===== src/tidd_pkg.sv =====
// Types and constants of the time interval delta decoder.
package tidd_pkg;

	typedef enum logic [1:0] {
		STAGE_HEADER,
		STAGE_HEAD,
		STAGE_BODY,
		STAGE_ESCAPE
	} stage_t;

	localparam logic [1:0] STATUS_CONT = 2'd0;
	localparam logic [1:0] STATUS_OK   = 2'd1;
	localparam logic [1:0] STATUS_ERR  = 2'd2;

	localparam logic [2:0]  HEADER_BYTES = 3'd6;
	localparam logic [2:0]  ESCAPE_BYTES = 3'd6;
	localparam logic [47:0] ESCAPE_VALUE = 48'h00_3f_ff_ff_ff_ff;

	localparam int TDATA_W = 104;
	localparam int TUSER_W = 3;

	typedef struct packed {
		logic [7:0] data_byte;
		logic       end_of_buffer;
	} in_item_t;

	typedef struct packed {
		logic               period_valid;
		logic        [47:0] period_start;
		logic signed [48:0] period_duration;
		logic        [1:0]  frame_status;
	} result_t;

endpackage


===== src/tidd_in_stage.sv =====
// Input register: captures one byte transaction from the slave side.
module tidd_in_stage (
	input  logic              clk,
	input  logic              arst_n,
	input  logic              s_tvalid,
	output logic              s_tready,
	input  tidd_pkg::in_item_t s_item,
	input  logic              go,
	output logic              valid_s1,
	output tidd_pkg::in_item_t item_s1
);
	import tidd_pkg::*;

	// the stage empties in the cycle the parser consumes it
	assign s_tready = !valid_s1 || go;

	always_ff @(posedge clk or negedge arst_n) begin
		if (!arst_n) begin
			valid_s1 <= 1'b0;
		end else if (s_tvalid && s_tready) begin
			valid_s1 <= 1'b1;
		end else if (go) begin
			valid_s1 <= 1'b0;
		end
	end

	always_ff @(posedge clk) begin
		if (s_tvalid && s_tready) begin
			item_s1 <= s_item;
		end
	end

endmodule


===== src/tidd_parser.sv =====
// Byte parser: header, field assembly, escape handling and interval build.
module tidd_parser (
	input  logic               clk,
	input  logic               arst_n,
	input  logic               go,
	input  tidd_pkg::in_item_t item_s1,
	output logic               res_valid,
	output tidd_pkg::result_t  res
);
	import tidd_pkg::*;

	stage_t      stage_q, stage_n;
	logic [2:0]  remain_q, remain_n;
	logic [47:0] field_q, field_n;
	// base_q: running time plus pending delta; base_m1_q: base_q - 1
	logic [47:0] base_q, base_n;
	logic [47:0] base_m1_q;
	logic        fix_q, fix_n;
	logic        expect_q, expect_n;

	logic [47:0] shifted;
	logic [47:0] sum;
	logic        done;
	logic        emit;
	logic [7:0]  b;

	assign b       = item_s1.data_byte;
	assign shifted = {field_q[39:0], b};
	// duration end: start + value - 1; delta end: running time + delta
	assign sum     = (expect_q ? base_m1_q : base_q) + shifted;

	always_comb begin
		stage_n  = stage_q;
		remain_n = remain_q;
		field_n  = field_q;
		base_n   = base_q;
		fix_n    = 1'b0;
		expect_n = expect_q;
		done     = 1'b0;
		emit     = 1'b0;
		res      = '0;

		case (stage_q)
			STAGE_HEADER: begin
				field_n  = shifted;
				remain_n = remain_q - 3'd1;
				if (remain_n == 3'd0) begin
					base_n  = shifted;
					fix_n   = 1'b1;
					field_n = '0;
					stage_n = STAGE_HEAD;
				end
			end
			STAGE_HEAD: begin
				field_n  = {42'd0, b[5:0]};
				remain_n = 3'd1 + {1'b0, b[7:6]};
				stage_n  = STAGE_BODY;
			end
			STAGE_BODY: begin
				field_n  = shifted;
				remain_n = remain_q - 3'd1;
				if (remain_n == 3'd0) begin
					if (shifted == ESCAPE_VALUE) begin
						field_n  = '0;
						remain_n = ESCAPE_BYTES;
						stage_n  = STAGE_ESCAPE;
					end else begin
						done = 1'b1;
					end
				end
			end
			default: begin
				field_n  = shifted;
				remain_n = remain_q - 3'd1;
				if (remain_n == 3'd0) begin
					done = 1'b1;
				end
			end
		endcase

		if (done) begin
			if (expect_q) begin
				emit                = 1'b1;
				res.period_valid    = 1'b1;
				res.period_start    = base_q;
				res.period_duration = $signed({1'b0, shifted} - 49'd1);
				expect_n            = 1'b0;
			end else begin
				expect_n = 1'b1;
			end
			base_n  = sum;
			fix_n   = 1'b1;
			field_n = '0;
			stage_n = STAGE_HEAD;
		end

		res_valid = emit || item_s1.end_of_buffer;
		if (item_s1.end_of_buffer) begin
			res.frame_status = (stage_n != STAGE_HEADER && !expect_n) ? STATUS_OK : STATUS_ERR;
			stage_n  = STAGE_HEADER;
			remain_n = HEADER_BYTES;
			field_n  = '0;
			base_n   = '0;
			fix_n    = 1'b0;
			expect_n = 1'b1;
		end else begin
			res.frame_status = STATUS_CONT;
		end
	end

	always_ff @(posedge clk or negedge arst_n) begin
		if (!arst_n) begin
			stage_q  <= STAGE_HEADER;
			remain_q <= HEADER_BYTES;
			field_q  <= '0;
			base_q   <= '0;
			fix_q    <= 1'b0;
			expect_q <= 1'b1;
		end else if (go) begin
			stage_q  <= stage_n;
			remain_q <= remain_n;
			field_q  <= field_n;
			base_q   <= base_n;
			fix_q    <= fix_n;
			expect_q <= expect_n;
		end else begin
			fix_q <= 1'b0;
		end
	end

	// base - 1 settles in the cycle after base moves; the next field end
	// is at least two bytes away
	always_ff @(posedge clk) begin
		if (fix_q) begin
			base_m1_q <= base_q - 48'd1;
		end
	end

endmodule


===== src/tidd_out_reg.sv =====
// Result register on the master side.
module tidd_out_reg (
	input  logic              clk,
	input  logic              arst_n,
	input  logic              go,
	input  logic              res_valid,
	input  tidd_pkg::result_t res,
	output logic              out_free,
	output logic              m_tvalid,
	input  logic              m_tready,
	output tidd_pkg::result_t res_q
);
	import tidd_pkg::*;

	logic load;

	assign out_free = !m_tvalid || m_tready;
	assign load     = go && res_valid;

	always_ff @(posedge clk or negedge arst_n) begin
		if (!arst_n) begin
			m_tvalid <= 1'b0;
		end else if (load) begin
			m_tvalid <= 1'b1;
		end else if (m_tready) begin
			m_tvalid <= 1'b0;
		end
	end

	always_ff @(posedge clk) begin
		if (load) begin
			res_q <= res;
		end
	end

endmodule


===== src/time_interval_delta_decoder.sv =====
// Top level of the time interval delta decoder.
//
// Slave side takes one buffer byte per transaction in s_tdata; s_tlast marks
// the last byte of a buffer. Master side gives one result transaction for each
// byte that completes an interval, ends a buffer, or both.
// m_tuser[0] says the transaction carries an interval, m_tuser[2:1] is the
// buffer status (continues, ended ok, ended with error).
// A byte passes the input register, then the result register, before its
// result shows at m_tvalid.
// Throughput: one byte per cycle while the output register is free, set by
// the single parse pass between the input register and the result register;
// the running-time adder and the field shift both close in that pass.
// When the receiver stalls, the result is held in the output register and
// one more byte is taken into the input register; s_tready drops then.
// Reset clears the valid bits of both registers and returns the parser to the header stage;
// the end of each buffer does the same for the parser state.
module time_interval_delta_decoder (
	input  logic                          clk,
	input  logic                          arst_n,
	input  logic                          s_tvalid,
	output logic                          s_tready,
	input  logic [7:0]                    s_tdata,  // [7:0] data_byte
	input  logic                          s_tlast,  // end_of_buffer
	output logic                          m_tvalid,
	input  logic                          m_tready,
	// [47:0] period_start, [96:48] period_duration, [103:97] zero
	output logic [tidd_pkg::TDATA_W-1:0]  m_tdata,
	// [0] period_valid, [2:1] frame_status
	output logic [tidd_pkg::TUSER_W-1:0]  m_tuser
);
	import tidd_pkg::*;

	in_item_t s_item;
	in_item_t item_s1;
	logic     valid_s1;
	logic     go;
	logic     out_free;
	logic     res_valid;
	result_t  res;
	result_t  res_q;

	assign s_item.data_byte     = s_tdata;
	assign s_item.end_of_buffer = s_tlast;
	assign go = valid_s1 && out_free;

	tidd_in_stage u_in (
		.clk      (clk),
		.arst_n   (arst_n),
		.s_tvalid (s_tvalid),
		.s_tready (s_tready),
		.s_item   (s_item),
		.go       (go),
		.valid_s1 (valid_s1),
		.item_s1  (item_s1)
	);

	tidd_parser u_parser (
		.clk       (clk),
		.arst_n    (arst_n),
		.go        (go),
		.item_s1   (item_s1),
		.res_valid (res_valid),
		.res       (res)
	);

	tidd_out_reg u_out (
		.clk       (clk),
		.arst_n    (arst_n),
		.go        (go),
		.res_valid (res_valid),
		.res       (res),
		.out_free  (out_free),
		.m_tvalid  (m_tvalid),
		.m_tready  (m_tready),
		.res_q     (res_q)
	);

	assign m_tdata = {7'd0, res_q.period_duration, res_q.period_start};
	assign m_tuser = {res_q.frame_status, res_q.period_valid};

endmodule


===== config.mk =====
export PLATFORM = sky130hd
export DESIGN_NAME = time_interval_delta_decoder
export DESIGN_NICKNAME = d
export VERILOG_FILES = /design/src/tidd_pkg.sv /design/src/tidd_in_stage.sv /design/src/tidd_parser.sv /design/src/tidd_out_reg.sv /design/src/time_interval_delta_decoder.sv
export SDC_FILE = /design/constraint.sdc
export NUM_CORES = 1
export LEC_CHECK = 0
export BUFFER_PORTS_ARGS = -buffer_cell sky130_fd_sc_hd__buf_4
export CAP_MARGIN = 20
export CORE_AREA = 4 4 167 169
export DETAILED_ROUTE_END_ITERATION = 16
export DIE_AREA = 0 0 171 173
export GPL_ROUTABILITY_DRIVEN = 0
export GPL_TIMING_DRIVEN = 0
export HOLD_SLACK_MARGIN = 0.03
export PLACE_DENSITY_LB_ADDON = 0.3
export SETUP_SLACK_MARGIN = 0.2
export SYNTH_ARGS = -nofsm -noshare
export SYNTH_HDL_FRONTEND = slang
export SYNTH_HIERARCHICAL = 1
export SYNTH_SLANG_ARGS = --single-unit
export TNS_END_PERCENT = 50

===== constraint.sdc =====
create_clock -name clk -period 6.35 [get_ports clk]
set_clock_uncertainty 0.05 [all_clocks]
set_input_delay 0.3175 -clock clk [delete_from_list [all_inputs] [get_ports clk]]
set_output_delay 0.3175 -clock clk [all_outputs]
set_load 0.02 [all_outputs]

==> results of run 1 <==
metrics by stage:
stage / instance area [µm²] / hold WS [ns]
finish: 16590 / 0.2442
global route: 16590 / 0.2886
CTS: 16580 / 0.2476
detailed placement: 15650 / 0.2767
global placement: 15570 / 0.4465
floorplan: 14290 / -0.02809
flip-flops by register name, summed over array words and instances (netlist names):
register            count
u_in/item_s1            9
u_in/valid_s1           1
u_out/m_tvalid          1
u_out/res_q           100
u_parser/base_m1_q     48
u_parser/base_q        48
u_parser/expect_q       1
u_parser/field_q       40
u_parser/fix_q          1
u_parser/remain_q       3
u_parser/stage_q        2
Yosys cell counts, types with 4 or more instances:
master	n	area share
nor2_1	111	0.029
a31oi_1	13	0.0057
a21o_1	24	0.013
a21oi_1	75	0.026
inv_1	67	0.018
mux2i_1	5	0.0035
nand3_1	10	0.0035
o31ai_1	7	0.0037
o21ai_0	127	0.045
ha_1	59	0.052
o21bai_1	8	0.0042
or3_1	22	0.0096
clkbuf_1	55	0.014
buf_4	7	0.0037
and2_1	5	0.0022
nand4_1	16	0.0070
dfrtp_1	94	0.16
a22oi_1	22	0.012
and3_1	54	0.024
or4_1	11	0.0058
a211oi_1	4	0.0021
nor3_1	25	0.0088
nand2b_1	12	0.0053
nand2_1	131	0.034
or4_4	4	0.0032
xnor2_1	80	0.049
edfxtp_1	157	0.33
mux2_2	47	0.037
buf_1	9	0.0024
xor2_1	44	0.027
nand3b_1	4	0.0021
nor2b_1	4	0.0018
or3_4	4	0.0032
o211ai_1	4	0.0021
nor4_1	13	0.0057
worst max-delay path by stage:
stage	slack, ns	startpoint	cells past startpoint	end
after global routing	0.25	u_parser/expect_q	16	u_parser/base_q[43]
after floorplan	1.44	u_parser/remain_q[1]	13	u_out/res_q[0]
after global placement	-0.50	u_in/item_s1[8]	15	u_out/res_q[70]
after detailed placement	0.55	u_parser/expect_q	15	u_parser/base_q[41]
after CTS	0.50	u_parser/expect_q	15	u_parser/base_q[45]
final	0.53	u_parser/expect_q	16	u_parser/base_q[45]
power by group:
group | switching (mW) | internal [mW] | total [mW] | leakage (nW)
Sequential | 0.140 | 1.99 | 2.13 | 2.80
Clock | 0.637 | 0.825 | 1.46 | 0.393
Combinational | 0.949 | 0.638 | 1.59 | 3.77
Total | 1.73 | 3.46 | 5.18 | 6.97
layer usage:
layer,global-route usage,up-vias,share of wire
li1,-,5321,-
met1,0.3466,5479,0.43
met2,0.3805,502,0.45
met3,0.04092,101,0.083
met4,0.09343,0,0.039
met5,0,-,0
area by class of cell:
cell class | count | area (µm²) | share of cell area
buffer | 76 | 337.8 | 0.02036
inverter | 67 | 254.0 | 0.01531
tap | 341 | 426.7 | 0.02571
clock buffer | 35 | 705.7 | 0.04253
clock inverter | 14 | 103.9 | 0.006259
multi-input combinational | 998 | 6554 | 0.3950
timing repair buffer | 130 | 1064 | 0.06410
sequential | 254 | 7147 | 0.4307
critical path, cell delays in order, from the launching register on:
cell            delay (ns)
dfstp_2               0.53
clkbuf_1              0.65
clkbuf_2              0.48
clkbuf_1              0.42
o21ai_0               0.25
ha_1                  0.34
a211oi_1              0.37
nor3_1                0.13
o211ai_1              0.36
a2111oi_0             0.17
dlymetal6s2s_1        0.23
o311a_1               0.37
a21boi_0              0.57
inv_1                 0.20
a31oi_1               0.27
xor2_1                0.17
o21ai_0               0.11
repair_timing:
action / CTS / global route
hold endpoints to repair: 43 / 0
gates resized for setup: 0 / 1
hold buffers: 12 / 0
endpoints found under the setup margin: 0 / 3
cell families (layout without fill, tap and decap cells):
family	Yosys count	in the layout	share of synthesized area
adder cells (fa/ha/maj)	60	60	0.05315
flip-flops	254	254	0.5009
AND/OR/NAND/NOR	446	446	0.1600
other	1	7	0.0002629
AO/OA/AOI/OAI	309	309	0.1277
XOR/XNOR	124	124	0.07613
buffers and inverters	143	322	0.04122
multiplexers	52	52	0.04061
==> out/metrics.cfg, run 1 <==
[timing]
layout_min_cycle_time_ns = 5.815
tightestPinTransition_ns = 1.047
slew_headroom = 0.2953
rsz0062_at_grt = no
drv_slew = 0
finalSetupTns_ns = 0
timing.fmax_mhz = 172.0
setup_ws_ns = 0.5345
finalHoldViolCount = 0
post-route-period-util = 0.9158
setup_viol_count_final = 0

[layout]
layout-drive-gt1-share = 0.1550
area_delta_synth_final_pct = 16.31
final_util = 0.6243
fin_cells = 1915
nFillCells = 2149
layout_commonest_cell = edfxtp_1
antenna_cells = 0
layout.nets = 1627
final_cell_mix = 157 x edfxtp_1, 131 x nand2_1, 127 x o21ai_0, 121 x buf_4, 111 x nor2_1

[global_route]
grt_max_degree = 63
grt_first_pass_wirelength_um = 58640
grt_pass1_vias = 11100
antenna_found_initial = 0
grtUsageTotal = 0.2452
gr-total-overflow = 0

[place]
place_hpwl_um = 27040
port_buffers = 114
pre_cts_slack_ns = 0.5492
dp.cells = 1853

[critical_path]
crit_type = register to register
critPathArrivalTime_ns = 6.15
r2r_slack_ns = 0.53
endpoint_kind = register
cp_max_fo = 10
rr_endpoint = u_parser/base_q[45]
crit_required_ns = 6.68
reg2reg_from = u_parser/expect_q
reg2reg_depth = 16
startpoint_type = register

[route]
wire_per_inst_um = 19.24
antenna_left = 0
drt_iter0_markers = 889
drc = 0
vias = 11400
wl_um = 36840
viasPerCell = 5.955
drt-pass1-iter-count = 5

[clocking]
clk_latency_ns = 0.53
post_cts_buffers = 0
numCtsBuffers = 27
path_clk_slew_ns = 0.06
cts_tree = yes
cts_sinks = 254
htree_num_levels = 1
clock_path_buffers = 3
clock-root-buffer = clkbuf_16

[floorplan]
dieArea_mm2 = 0.02958
die_w_um = 171
start_util = 0.5368
coreArea_mm2 = 0.02658
io_pins = 122
num_rows = 60
die_h_um = 173

[pwr]
leakagePower_nw = 6.968
p_per_area_mw_per_mm2 = 312.4
ir_worst_vdd_uv = 236.4
total_power_mw = 5.183

[logic_synthesis]
synth_cell_types = 69
syn-cell-area_mm2 = 0.01426
synth_cells = 1389
synth_edf_count = 157
ys_seq_elements = 254
ys_warn_count = 6
avgSynthCellArea_um2 = 10.27
synthArstFlopShare = 0.3819
yosysSeqAreaShare = 0.5009
synth_ff_type = edfxtp_1

[status]
status = completed

[run]
maxCapViolCount = 0

[hold_path]
holdCritPathClass = input port to asynchronous set/reset pin

Power figures use the tool's default switching activity.
==> run 2, diff against run 1 <==
RECOVER_POWER = 25   (was unset)
==> run 2 against run 1 <==
Against the previous run: the run now ends with max-capacitance violations, max-slew violations left; sequential power about the same; power decreased by 0.23%; wire length increased by 0.47%; non-clock buffer count unchanged; maximum frequency increased by 0.67%; cell count unchanged; critical path depth unchanged; die area unchanged; sequential share of layout area increased by 0.24 points; first-iteration DRC count increased by 0.67%; via count decreased by 0.25%; register-to-register slack improved by 0.04 ns; critical path type unchanged; critical endpoint unchanged.
==> out/metrics.cfg, run 2 (synthesis results as in run 1) <==
[status]
status = finished, violations left
violations = max-capacitance violations, max-slew violations

[timing]
finalSetupTns_ns = 0
drv_slew = 100
timing.fmax_mhz = 173.1
slew_headroom = -1.358
finalHoldViolCount = 0
rsz0062_at_grt = no
layout_min_cycle_time_ns = 5.777
setup_viol_count_final = 0
setup_ws_ns = 0.5734
whs_ns = 0.4740
tightestPinTransition_ns = 3.538
post-route-period-util = 0.9097

[critical_path]
critPathTopFamily = compound AO/OA/AOI/OAI gates
startpoint_type = register
endpoint_kind = register
crit_required_ns = 6.69
crit_slowest_cell = clkbuf_1
crit_buf_inv = 5
critPathArrivalTime_ns = 6.11
critPathMaxStageDelay_ns = 0.64
cp_max_fo = 10
r2r_slack_ns = 0.57
crit_type = register to register
path_cells = clkbuf_1, clkbuf_2, clkbuf_1, o21ai_0, ha_1, a211oi_1, nor3_1, o211ai_1, a2111oi_0, dlymetal6s2s_1, o311a_1, a21boi_0, inv_1, a31oi_1, xor2_1, o21ai_0

[layout]
final_cell_mix = 157 x edfxtp_1, 131 x nand2_1, 127 x o21ai_0, 111 x nor2_1, 94 x dfrtp_1
largest_register_ffs = 100
postLayoutCellArea_mm2 = 0.01650
layout-drive-gt1-share = 0.1417
regMostFlops = u_out/res_q
reg.largest.list = u_out/res_q: 100 flops, u_parser/base_m1_q: 48 flops, u_parser/base_q: 48 flops
fin_cells = 1915
nFillCells = 2149
layout.nets = 1627
layout_commonest_cell = edfxtp_1
area_delta_synth_final_pct = 15.64
antenna_cells = 0

[route]
vias = 11380
antenna_left = 0
drt_iter0_markers = 895
wire_per_inst_um = 19.33
drt-pass1-iter-count = 6
drc = 0
viasPerCell = 5.940
wl_um = 37020

[clocking]
clock_path_buffers = 3
numCtsBuffers = 27
clock-root-buffer = clkbuf_16
cts_sinks = 254
post_cts_buffers = 0
htree_num_levels = 1
path_clk_slew_ns = 0.06
clk_latency_ns = 0.54
cts_tree = yes

[floorplan]
start_util = 0.5368
io_pins = 122
die_h_um = 173
die_w_um = 171
dieArea_mm2 = 0.02958
num_rows = 60
coreArea_mm2 = 0.02658

[run]
maxCapViolCount = 2

[pwr]
clockPowerShare = 0.282
leakagePower_nw = 6.885
power_frac_comb = 0.305
ir_worst_vdd_uv = 236.9
p_per_area_mw_per_mm2 = 313.5
swShare = 0.3330
seqPwrFrac = 0.413
power.switching_mw = 1.722
internal-power_mw = 3.449

[place]
placed_cell_area_mm2 = 0.01565
pre_cts_slack_ns = 0.5492
port_buffers = 114
dp.cells = 1853
place_hpwl_um = 27040

[global_route]
grt_first_pass_wirelength_um = 58640
grtUsageTotal = 0.2452
antenna_found_initial = 0
grt_pass1_vias = 11100
grt_max_degree = 63
gr-total-overflow = 0

[hold_path]
holdCritPathClass = input port to register

run 2: cell count changes in the layout (fill, tap and decap cells not counted):
cell	previous run	this run
buf_4	121	93
clkbuf_1	63	83
clkbuf_4	0	9
and2_0	0	1
and2_1	5	4
buf_16	2	1
dfrtp_1	93	94
dfrtp_2	1	0
run 2: path summary, 6_finish.rpt:
check / endpoint / cells past startpoint / startpoint
setup / recovery: u_parser/base_q[45] / 16 / u_parser/expect_q
hold / removal: u_in/item_s1[3] / 2 / s_tdata[2]
setup reg to reg: u_parser/base_q[45] / 16 / u_parser/expect_q
hold reg to reg: u_out/m_tvalid / 2 / u_out/m_tvalid
max in group asynchronous: u_parser/base_q[20] / 3 / arst_n
min in group asynchronous: u_parser/stage_q[1] / 2 / arst_n
run 2: power by group through the flow:
stage / combinational, mW / clock [mW] / sequential [mW]
2_1_floorplan: 1.11 / 0 / 2.19
3_3_place_gp: 1.49 / 0 / 2.17
3_5_place_dp: 1.55 / 0 / 2.16
4_1_cts: 1.57 / 1.48 / 2.13
5_1_grt: 1.74 / 1.56 / 2.15
6_report: 1.58 / 1.46 / 2.13
run 2: area by class of cell:
class | count | area [µm²] | area share
flip-flops and latches | 254 | 7146 | 0.4332
multi-input cells | 998 | 6554 | 0.3973
plain buffers | 76 | 337.8 | 0.02048
well taps | 341 | 426.7 | 0.02586
clock inverters | 14 | 103.9 | 0.006296
inverters | 67 | 254.0 | 0.01540
clock buffers | 35 | 705.7 | 0.04278
repair buffers | 130 | 968.4 | 0.05871
run 2: layer usage:
layer  GRT usage  wire [µm]  vias to the layer above
li1            -          -                     5320
met1      0.3466      15890                     5473
met2      0.3805      16770                      482
met3     0.04092       2906                      100
met4     0.09343       1445                        0
met5           0          0                        -
run 2: metrics by stage:
stage	power, mW	utilization
after global placement	3.659	0.5859
after global routing	5.448	0.6207
after floorplan	3.292	-
final	5.171	0.6207
after CTS	5.185	0.6238
after detailed placement	3.715	0.5888
run 2: repair_timing:
item                                    in CTS  in global routing
resized for setup                            0                  1
endpoints found under the hold margin       43                  0
hold buffers                                12                  0
endpoints found under the setup margin       0                  3
run 2: worst reg2reg max path, cell delays in order (launching register included):
cell	delay, ns
dfstp_2	0.53
clkbuf_1	0.64
clkbuf_2	0.48
clkbuf_1	0.43
o21ai_0	0.25
ha_1	0.34
a211oi_1	0.37
nor3_1	0.13
o211ai_1	0.37
a2111oi_0	0.17
dlymetal6s2s_1	0.23
o311a_1	0.37
a21boi_0	0.54
inv_1	0.19
a31oi_1	0.27
xor2_1	0.17
o21ai_0	0.11
